## src/hw/rtl/ptla_pkg.sv

```systemverilog
`timescale 1ns / 1ps
`default_nettype none

package ptla_pkg;

  // Register indexes on the configuration port.
  localparam int unsigned CFG_INDEX_BITS = 2;
  localparam logic [CFG_INDEX_BITS-1:0] REG_MID_LEVEL  = 2'd0;
  localparam logic [CFG_INDEX_BITS-1:0] REG_TOP_LEVEL  = 2'd1;
  localparam logic [CFG_INDEX_BITS-1:0] REG_BAND_WIDTH = 2'd2;

  // Depth of the job queue between the front and the divider.
  localparam int unsigned QUEUE_DEPTH = 4;

  // Occupancy flags of the job queue, seen by both of its neighbours.
  typedef struct packed {
    logic full;
    logic empty;
  } q_status_t;

endpackage

`default_nettype wire

```

## src/hw/rtl/ptla_queue.sv

```systemverilog
`timescale 1ns / 1ps
`default_nettype none

module ptla_queue #(
  parameter int unsigned WIDTH = 160,
  parameter int unsigned DEPTH = 4
) (
  input  logic                clk,
  input  logic                rst,
  input  logic                push,
  input  logic [WIDTH-1:0]    push_data,
  input  logic                pop,
  output logic [WIDTH-1:0]    pop_data,
  output ptla_pkg::q_status_t status
);

  localparam int unsigned PTR_BITS = (DEPTH > 1) ? $clog2(DEPTH) : 1;
  localparam int unsigned CNT_BITS = $clog2(DEPTH + 1);

  logic [WIDTH-1:0]    entries [DEPTH];
  logic [PTR_BITS-1:0] wr_ptr;
  logic [PTR_BITS-1:0] rd_ptr;
  logic [CNT_BITS-1:0] fill;

  always_comb begin
    status.full  = (fill == CNT_BITS'(DEPTH));
    status.empty = (fill == '0);
    pop_data     = entries[rd_ptr];
  end

  always_ff @(posedge clk) begin
    if (push) begin
      entries[wr_ptr] <= push_data;
    end
  end

  always_ff @(posedge clk) begin
    if (rst) begin
      wr_ptr <= '0;
      rd_ptr <= '0;
      fill   <= '0;
    end else begin
      if (push) begin
        wr_ptr <= (wr_ptr == PTR_BITS'(DEPTH - 1)) ? '0 : wr_ptr + 1'b1;
      end
      if (pop) begin
        rd_ptr <= (rd_ptr == PTR_BITS'(DEPTH - 1)) ? '0 : rd_ptr + 1'b1;
      end
      case ({push, pop})
        2'b10:   fill <= fill + 1'b1;
        2'b01:   fill <= fill - 1'b1;
        default: fill <= fill;
      endcase
    end
  end

endmodule

`default_nettype wire

```

## src/hw/rtl/ptla_front.sv

```systemverilog
`timescale 1ns / 1ps
`default_nettype none

module ptla_front #(
  parameter int unsigned SAMPLE_BITS = 16,
  parameter int unsigned TIME_BITS   = 48,
  parameter int unsigned COUNT_BITS  = 24,
  parameter int unsigned JOB_BITS    = 2 * TIME_BITS + SAMPLE_BITS + 2 * COUNT_BITS
) (
  input  logic                                clk,
  input  logic                                rst,
  input  logic                                cfg_wr_en,
  input  logic [ptla_pkg::CFG_INDEX_BITS-1:0] cfg_index,
  input  logic [SAMPLE_BITS-1:0]              cfg_data,
  input  logic                                in_valid,
  output logic                                in_ready,
  input  logic signed [SAMPLE_BITS-1:0]       sample_value,
  input  logic [TIME_BITS-1:0]                sample_time,
  input  ptla_pkg::q_status_t                 q_status,
  output logic                                push,
  output logic [JOB_BITS-1:0]                 push_data
);

  localparam int unsigned SUM_BITS = SAMPLE_BITS + COUNT_BITS;

  logic signed [SAMPLE_BITS-1:0] mid_level;
  logic signed [SAMPLE_BITS-1:0] top_level;
  logic [SAMPLE_BITS-1:0]        band_width;
  logic                          was_above;
  logic [TIME_BITS-1:0]          edge_time;
  logic [COUNT_BITS-1:0]         near_count;
  logic signed [SUM_BITS-1:0]    near_sum;

  logic                          accept;
  logic                          above;
  logic                          emit;
  logic signed [SAMPLE_BITS:0]   diff;
  logic [SAMPLE_BITS:0]          gap_mag;
  logic                          near;
  logic [COUNT_BITS-1:0]         count_base;
  logic signed [SUM_BITS-1:0]    sum_base;
  logic                          add;
  logic [COUNT_BITS-1:0]         near_count_next;
  logic signed [SUM_BITS-1:0]    near_sum_next;
  logic [TIME_BITS-1:0]          cycle_length;

  always_comb begin
    in_ready = !q_status.full;
    accept   = in_valid && in_ready;
    above    = sample_value > mid_level;
    // A closed cycle only yields a result when it gathered something.
    emit     = above && !was_above && (near_count != '0);

    diff = {sample_value[SAMPLE_BITS-1], sample_value} - {top_level[SAMPLE_BITS-1], top_level};
    gap_mag = diff[SAMPLE_BITS] ? (SAMPLE_BITS + 1)'(-diff) : diff;
    near    = gap_mag < {1'b0, band_width};

    count_base = emit ? '0 : near_count;
    sum_base   = emit ? '0 : near_sum;
    add        = near && (count_base != '1);

    near_count_next = add ? count_base + 1'b1 : count_base;
    near_sum_next   = add ? sum_base + {{COUNT_BITS{sample_value[SAMPLE_BITS-1]}}, sample_value}
                          : sum_base;

    cycle_length = sample_time - edge_time;
    push         = accept && emit;
    push_data    = {edge_time, cycle_length, near_sum, near_count};
  end

  always_ff @(posedge clk) begin
    if (rst) begin
      mid_level  <= '0;
      top_level  <= '0;
      band_width <= '0;
    end else if (cfg_wr_en) begin
      case (cfg_index)
        ptla_pkg::REG_MID_LEVEL:  mid_level  <= cfg_data;
        ptla_pkg::REG_TOP_LEVEL:  top_level  <= cfg_data;
        ptla_pkg::REG_BAND_WIDTH: band_width <= cfg_data;
        default: ;
      endcase
    end
  end

  always_ff @(posedge clk) begin
    if (rst) begin
      was_above  <= 1'b0;
      edge_time  <= '0;
      near_count <= '0;
      near_sum   <= '0;
    end else if (accept) begin
      was_above  <= above;
      if (above && !was_above) begin
        edge_time <= sample_time;
      end
      near_count <= near_count_next;
      near_sum   <= near_sum_next;
    end
  end

endmodule

`default_nettype wire

```

## src/hw/rtl/ptla_div.sv

```systemverilog
`timescale 1ns / 1ps
`default_nettype none

module ptla_div #(
  parameter int unsigned SAMPLE_BITS = 16,
  parameter int unsigned TIME_BITS   = 48,
  parameter int unsigned COUNT_BITS  = 24,
  parameter int unsigned JOB_BITS    = 2 * TIME_BITS + SAMPLE_BITS + 2 * COUNT_BITS
) (
  input  logic                          clk,
  input  logic                          rst,
  input  ptla_pkg::q_status_t           q_status,
  output logic                          pop,
  input  logic [JOB_BITS-1:0]           pop_data,
  output logic                          out_valid,
  input  logic                          out_ready,
  output logic [TIME_BITS-1:0]          cycle_start,
  output logic [TIME_BITS-1:0]          cycle_length,
  output logic signed [SAMPLE_BITS-1:0] top_average
);

  localparam int unsigned SUM_BITS  = SAMPLE_BITS + COUNT_BITS;
  localparam int unsigned STEP_BITS = $clog2(SAMPLE_BITS);

  typedef enum logic [1:0] {
    IDLE,
    RUN,
    HOLD
  } state_t;

  state_t                  state;
  logic [TIME_BITS-1:0]    job_start;
  logic [TIME_BITS-1:0]    job_length;
  logic                    negative;
  logic [COUNT_BITS-1:0]   divisor;
  logic [COUNT_BITS-1:0]   rem;
  logic [SAMPLE_BITS-1:0]  quot;
  logic [STEP_BITS-1:0]    step;

  logic [TIME_BITS-1:0]    in_start;
  logic [TIME_BITS-1:0]    in_length;
  logic signed [SUM_BITS-1:0] in_sum;
  logic [COUNT_BITS-1:0]   in_count;
  logic [SUM_BITS-1:0]     in_mag;
  logic [COUNT_BITS:0]     trial;
  logic [COUNT_BITS:0]     trial_diff;
  logic                    fits;

  always_comb begin
    {in_start, in_length, in_sum, in_count} = pop_data;
    in_mag     = in_sum[SUM_BITS-1] ? SUM_BITS'(-in_sum) : in_sum;
    pop        = (state == IDLE) && !q_status.empty;
    trial      = {rem, quot[SAMPLE_BITS-1]};
    trial_diff = trial - {1'b0, divisor};
    fits       = trial >= {1'b0, divisor};
  end

  // The quotient magnitude never exceeds the largest sample magnitude, so the
  // upper part of the dividend is already below the divisor and only
  // SAMPLE_BITS restoring steps are needed.
  always_ff @(posedge clk) begin
    if (rst) begin
      state     <= IDLE;
      out_valid <= 1'b0;
    end else begin
      if (out_valid && out_ready) begin
        out_valid <= 1'b0;
      end
      case (state)
        IDLE: begin
          if (pop) begin
            job_start  <= in_start;
            job_length <= in_length;
            negative   <= in_sum[SUM_BITS-1];
            divisor    <= in_count;
            rem        <= in_mag[SUM_BITS-1:SAMPLE_BITS];
            quot       <= in_mag[SAMPLE_BITS-1:0];
            step       <= STEP_BITS'(SAMPLE_BITS - 1);
            state      <= RUN;
          end
        end
        RUN: begin
          rem  <= fits ? trial_diff[COUNT_BITS-1:0] : trial[COUNT_BITS-1:0];
          quot <= {quot[SAMPLE_BITS-2:0], fits};
          step <= step - 1'b1;
          if (step == '0) begin
            state <= HOLD;
          end
        end
        HOLD: begin
          if (!out_valid) begin
            cycle_start  <= job_start;
            cycle_length <= job_length;
            top_average  <= negative ? SAMPLE_BITS'(-quot) : quot;
            out_valid    <= 1'b1;
            state        <= IDLE;
          end
        end
        default: state <= IDLE;
      endcase
    end
  end

endmodule

`default_nettype wire

```

## src/hw/rtl/per_cycle_top_level_averager_unit.sv

```systemverilog
// Channel   Handshake              Payload                                      Beat
// cfg       cfg_wr_en              cfg_index, cfg_data                          register write
// in        in_valid / in_ready    sample_value, sample_time                    one sample
// out       out_valid / out_ready  cycle_start, cycle_length, top_average       one closed cycle
//
// The front end takes one sample beat per clock while the job queue has room.
// The serial divider works out one quotient bit per clock and takes a new job
// from the queue only after it has issued the result of the previous one.
// Reset is synchronous and active high; configuration returns to zero and the
// queue empties. When the queue is full, in_ready drops until the divider frees
// an entry; a stalled output beat holds the divider but not the front end.
`timescale 1ns / 1ps
`default_nettype none

module per_cycle_top_level_averager_unit #(
  parameter int unsigned SAMPLE_BITS = 16,
  parameter int unsigned TIME_BITS   = 48,
  parameter int unsigned COUNT_BITS  = 24
) (
  input  logic                                clk,
  input  logic                                rst,
  input  logic                                cfg_wr_en,
  input  logic [ptla_pkg::CFG_INDEX_BITS-1:0] cfg_index,
  input  logic [SAMPLE_BITS-1:0]              cfg_data,
  input  logic                                in_valid,
  output logic                                in_ready,
  input  logic signed [SAMPLE_BITS-1:0]       sample_value,
  input  logic [TIME_BITS-1:0]                sample_time,
  output logic                                out_valid,
  input  logic                                out_ready,
  output logic [TIME_BITS-1:0]                cycle_start,
  output logic [TIME_BITS-1:0]                cycle_length,
  output logic signed [SAMPLE_BITS-1:0]       top_average
);

  // One queued job carries the opening edge time, the cycle length, the
  // running sum and the sample count of a closed cycle.
  localparam int unsigned JOB_BITS = 2 * TIME_BITS + SAMPLE_BITS + 2 * COUNT_BITS;

  ptla_pkg::q_status_t q_status;
  logic                push;
  logic [JOB_BITS-1:0] push_data;
  logic                pop;
  logic [JOB_BITS-1:0] pop_data;

  // The front end detects rising midpoint crossings and accumulates the
  // samples that fall strictly inside the band around the top level.
  ptla_front #(
    .SAMPLE_BITS (SAMPLE_BITS),
    .TIME_BITS   (TIME_BITS),
    .COUNT_BITS  (COUNT_BITS),
    .JOB_BITS    (JOB_BITS)
  ) u_front (
    .clk          (clk),
    .rst          (rst),
    .cfg_wr_en    (cfg_wr_en),
    .cfg_index    (cfg_index),
    .cfg_data     (cfg_data),
    .in_valid     (in_valid),
    .in_ready     (in_ready),
    .sample_value (sample_value),
    .sample_time  (sample_time),
    .q_status     (q_status),
    .push         (push),
    .push_data    (push_data)
  );

  // The queue lets the sample stream run on while a division is in progress.
  ptla_queue #(
    .WIDTH (JOB_BITS),
    .DEPTH (ptla_pkg::QUEUE_DEPTH)
  ) u_queue (
    .clk       (clk),
    .rst       (rst),
    .push      (push),
    .push_data (push_data),
    .pop       (pop),
    .pop_data  (pop_data),
    .status    (q_status)
  );

  // The back end turns each job into a mean truncated toward zero.
  ptla_div #(
    .SAMPLE_BITS (SAMPLE_BITS),
    .TIME_BITS   (TIME_BITS),
    .COUNT_BITS  (COUNT_BITS),
    .JOB_BITS    (JOB_BITS)
  ) u_div (
    .clk          (clk),
    .rst          (rst),
    .q_status     (q_status),
    .pop          (pop),
    .pop_data     (pop_data),
    .out_valid    (out_valid),
    .out_ready    (out_ready),
    .cycle_start  (cycle_start),
    .cycle_length (cycle_length),
    .top_average  (top_average)
  );

endmodule

`default_nettype wire

```

## config.mk

```make
export PLATFORM = sky130hd
export DESIGN_NAME = per_cycle_top_level_averager_unit
export DESIGN_NICKNAME = d
export VERILOG_FILES = /design/src/hw/rtl/ptla_pkg.sv /design/src/hw/rtl/ptla_queue.sv /design/src/hw/rtl/ptla_front.sv /design/src/hw/rtl/ptla_div.sv /design/src/hw/rtl/per_cycle_top_level_averager_unit.sv
export SDC_FILE = /design/constraint.sdc
export NUM_CORES = 1
export LEC_CHECK = 0
export ABC_AREA = 0
export BUFFER_PORTS_ARGS = -buffer_cell sky130_fd_sc_hd__buf_2
export CELL_PAD_IN_SITES_DETAIL_PLACEMENT = 1
export CELL_PAD_IN_SITES_GLOBAL_PLACEMENT = 1
export CORE_MARGIN = 2
export CORE_UTILIZATION = 45
export DETAILED_ROUTE_END_ITERATION = 10
export PLACE_DENSITY = 0.68
export SYNTH_ARGS = -nofsm -noshare
export SYNTH_HDL_FRONTEND = slang
export SYNTH_SLANG_ARGS = --single-unit
```

## constraint.sdc

```tcl
create_clock -name clk -period 22.6 [get_ports clk]
set_input_delay 4.52 -clock clk [delete_from_list [all_inputs] [get_ports clk]]
set_output_delay 4.52 -clock clk [all_outputs]
set_load 0.05 [all_outputs]
```

==> run_results.csv <==
group,metric,value,unit
run_status,status,"complete, no violations",
clock_tree,post-cts-setup-buffers,0,
clock_tree,ctsHoldBuffers,0,
route,drt-wirelength-per-cell,23.1,um
worst_setup_path,worst-r2r-setup-slack,16.34,ns
yosys,ys_ff_latch,1090,
power_and_ir_drop,p_per_area,108,nW/um2
yosys,postSynthCellCount,3322,
power_and_ir_drop,leakagePower,0.0190,uW
final_layout,fillers,10325,
run,drv_cap,0,
timing,setup_viol,0,
timing,timing.final.crit_share,0.451,
clock_tree,tritoncts,"done",
min_path,min_from,"u_div.job_length[8]",
route,drt-pass1-iter-count,5,
timing,fin_skew,0.0407,ns
final_layout,instances_no_fill,5033,
final_layout,multi_input_area,15600,um2
worst_setup_path,end_kind,"flop",
placed_design,gp_congestion,0.818,
floorplan,io_pins,201,
yosys,synthFlopType,"edfxtp_1",
final_layout,nets,3800,
worst_setup_path,ff2ff_path_depth,24,
floorplan,dieArea,109000,um2
yosys,postSynthAreaPerCell,14.4,um2
yosys,yosysTopAreaCellShare,0.577,
worst_setup_path,timing.rr.start,"u_front.mid_level[1]",
timing,report.final.slew_viol_count,0,
worst_setup_path,critical_path_class,"in -> reg",
route,wl,116,mm
clock_tree,cts_buffers,112,
final_layout,layout-drive-gt1-share,0.171,
clock_tree,ctsResizeCount,0,
floorplan,initial_core_util,0.453,
global_routing,groute.usage.overall,0.215,
power_and_ir_drop,design_power_total,5820,uW
global_routing,gr-total-overflow,0,
timing,slew_headroom,0.250,
timing,fmax,98.1,MHz
yosys,synthDistinctLibCells,94,
floorplan,fp-row-count,119,
floorplan,core,105000,um2
clock_tree,cts_sinks,1090,
yosys,synth_area_leaders,"edfxtp_1 (58%), mux4_2 (7.5%), dfxtp_1 (7.3%)",
placed_design,place_hpwl,77.4,mm
final_layout,synthToLayoutAreaGrowth,13.2,%
clock_tree,clk_latency,0.71,ns
global_routing,grt_max_degree,86,
yosys,synthArstFlopShare,0,
timing,setup_slack,12.41,ns
yosys,syn-cell-area,47700,um2
route,first_iter_violations,1732,
placed_design,dp.cells,4817,
yosys,synth-warning-count,0,
min_path,holdCritPathClass,"reg -> reg",
yosys,synthesis.nets,3582,
power_and_ir_drop,peakVddDrop,0.0698,mV
clock_tree,clk_root_buffer_cell,"clkbuf_16",
global_routing,grt_pass1_wl,180,mm
timing,fin_crit,10.19,ns
min_path,hold_depth,0,
timing,finalHoldViolations,0,
route,ant_nets,0,
worst_setup_path,r2r_end,"u_front.near_sum[38]",
route,via_per_inst,5.61,
floorplan,fp.dieW,330,um
worst_setup_path,critPathMaxFanout,59,
timing,setup_tns,0,ns
final_layout,seq_area,31000,um2
route,drc,0,
min_path,whs_endpoint,"u_div.cycle_length[8]",
worst_setup_path,start_kind,"input pin",
yosys,ys_seq_area_frac,0.649,
route,vias,28229,
placed_design,pre_cts_ws,11.69,ns
worst_setup_path,arrival,10.79,ns
timing,worst_pin_slew,1.13,ns
global_routing,grt_pass1_vias,30447,
yosys,synth_edf_count,917,
clock_tree,clkSlewWorstSetupHoldPaths,0.06,ns
yosys,synth_top_area_cell,"edfxtp_1",
global_routing,antenna_found_initial,8,
floorplan,die_h,330,um
placed_design,port_buffers,200,
clock_tree,cts_buffer_depth,3,
worst_setup_path,crit_required,23.20,ns
clock_tree,cts.htree.levels,3,
timing,rsz0062_at_grt,"no",
placed cells by master, fill, tap and decap left out, types with 20 or more instances in the layout:
cell type / n
and2_1: 47
nand3_1: 57
a22o_1: 32
or3_1: 20
o21ai_0: 125
dfxtp_1: 171
inv_1: 178
buf_2: 199
clkbuf_1: 27
ha_1: 168
xnor2_1: 127
mux2i_1: 59
nor3_1: 44
mux4_2: 159
xor2_1: 48
clkbuf_16: 113
nor2b_1: 25
a21o_1: 56
a21oi_1: 216
nor2_1: 172
buf_4: 32
o21a_1: 22
edfxtp_1: 917
nand2_1: 233
and3_1: 22
nand4_1: 27
nand2b_1: 21
final cells by class:
type / count / area share
Antenna cell: 5 / 0.000232
Clock buffer: 155 / 0.0580
Clock inverter: 56 / 0.0120
Inverter: 178 / 0.0124
Multi-Input combinational cell: 1927 / 0.288
Sequential cell: 1090 / 0.574
Tap cell: 1391 / 0.0322
Timing Repair Buffer: 231 / 0.0229
cell usage after synthesis (14+ instances only):
library cell  instances
edfxtp_1            917
nand2_1             234
a21oi_1             216
inv_1               178
nor2_1              174
dfxtp_1             173
ha_1                168
mux4_2              159
xnor2_1             127
o21ai_0             126
clkbuf_1             87
mux2i_1              60
nand3_1              57
a21o_1               56
xor2_1               48
and2_1               47
nor3_1               45
a22o_1               32
nand4_1              27
and3_1               26
nor2b_1              26
o21a_1               22
buf_2                21
nand2b_1             21
or3_1                20
a31oi_1              19
o211ai_1             19
o21bai_1             17
o31ai_1              14
flip-flops by register name (all words and copies together), names as in the netlist, 2 cells and up, named ones only:
register,cells
u_div.divisor,24
u_queue.rd_ptr,2
u_div.cycle_start,48
u_div.rem,24
u_front.top_level,16
u_front.mid_level,16
u_queue.fill,3
u_div.quot,16
u_front.near_sum,40
u_div.job_start,48
u_queue.entries,640
u_div.top_average,16
u_front.band_width,16
u_front.edge_time,48
u_div.state,2
u_div.job_length,48
u_div.step,4
u_queue.wr_ptr,2
u_div.cycle_length,48
u_front.near_count,24
worst max-delay path by stage:
stage                startpoint                     to  slack, ns  cells past startpoint
2_1_floorplan               rst  u_div.cycle_length[0]       5.46                      2
3_3_place_gp   sample_value[15]   u_front.near_sum[38]      11.87                     23
3_5_place_dp   sample_value[15]   u_front.near_sum[38]      11.69                     23
4_1_cts        sample_value[15]   u_front.near_sum[38]      12.44                     23
5_1_grt        sample_value[15]   u_front.near_sum[38]      11.82                     23
6_report       sample_value[15]   u_front.near_sum[38]      12.41                     23
power by group:
group | internal [uW] | switching [uW] | total [uW]
clock | 1090 | 784 | 1870
combinational | 532 | 802 | 1330
sequential | 2480 | 138 | 2610
total | 4100 | 1720 | 5820
logic make-up after synthesis:
group,after synthesis,synth area share
flip-flops,1090,0.649
XOR/XNOR,177,0.0328
adder cells (fa/ha/maj),173,0.0461
buffers and inverters,305,0.0256
multiplexers,224,0.0888
AO/OA/AOI/OAI,610,0.0812
AND/OR/NAND/NOR,743,0.0760
per-layer routing:
layer,GRT usage,vias to the layer above,part of all wire
met4,0.0698,0,0.026
met2,0.365,567,0.49
met3,0.0285,160,0.040
met5,0,-,0
met1,0.288,14485,0.44
li1,-,13017,-
worst max-delay path, stage by stage:
cell and delay (ns):
buf_2 0.60, ha_1 0.42, nand4_1 0.14, or2_1 0.16
o21ai_0 0.11, nor3_1 0.61, mux2i_4 0.33, buf_4 0.57
and2_1 0.22, ha_1 0.18, inv_1 0.06, fa_1 0.41
nor2b_1 0.19, o2111ai_1 0.15, a211oi_1 0.48, o2111a_1 0.33
o21ai_0 0.15, a31o_2 0.26, o21ai_0 0.18, a21oi_1 0.13
o21ai_0 0.22, xor2_1 0.09, a22o_1 0.23
stage by stage:
| stage | hold WS, ns | instance area (um2) | util |
|---|---|---|---|
| 2_1_floorplan | 0.400 | 47700 | - |
| 3_3_place_gp | 0.400 | 50200 | 0.477 |
| 3_5_place_dp | 0.406 | 50200 | 0.477 |
| 4_1_cts | 0.420 | 54000 | 0.513 |
| 5_1_grt | 0.422 | 54000 | 0.513 |
| 6_report | 0.418 | 54000 | 0.513 |
(Power assumes the default switching activity.)
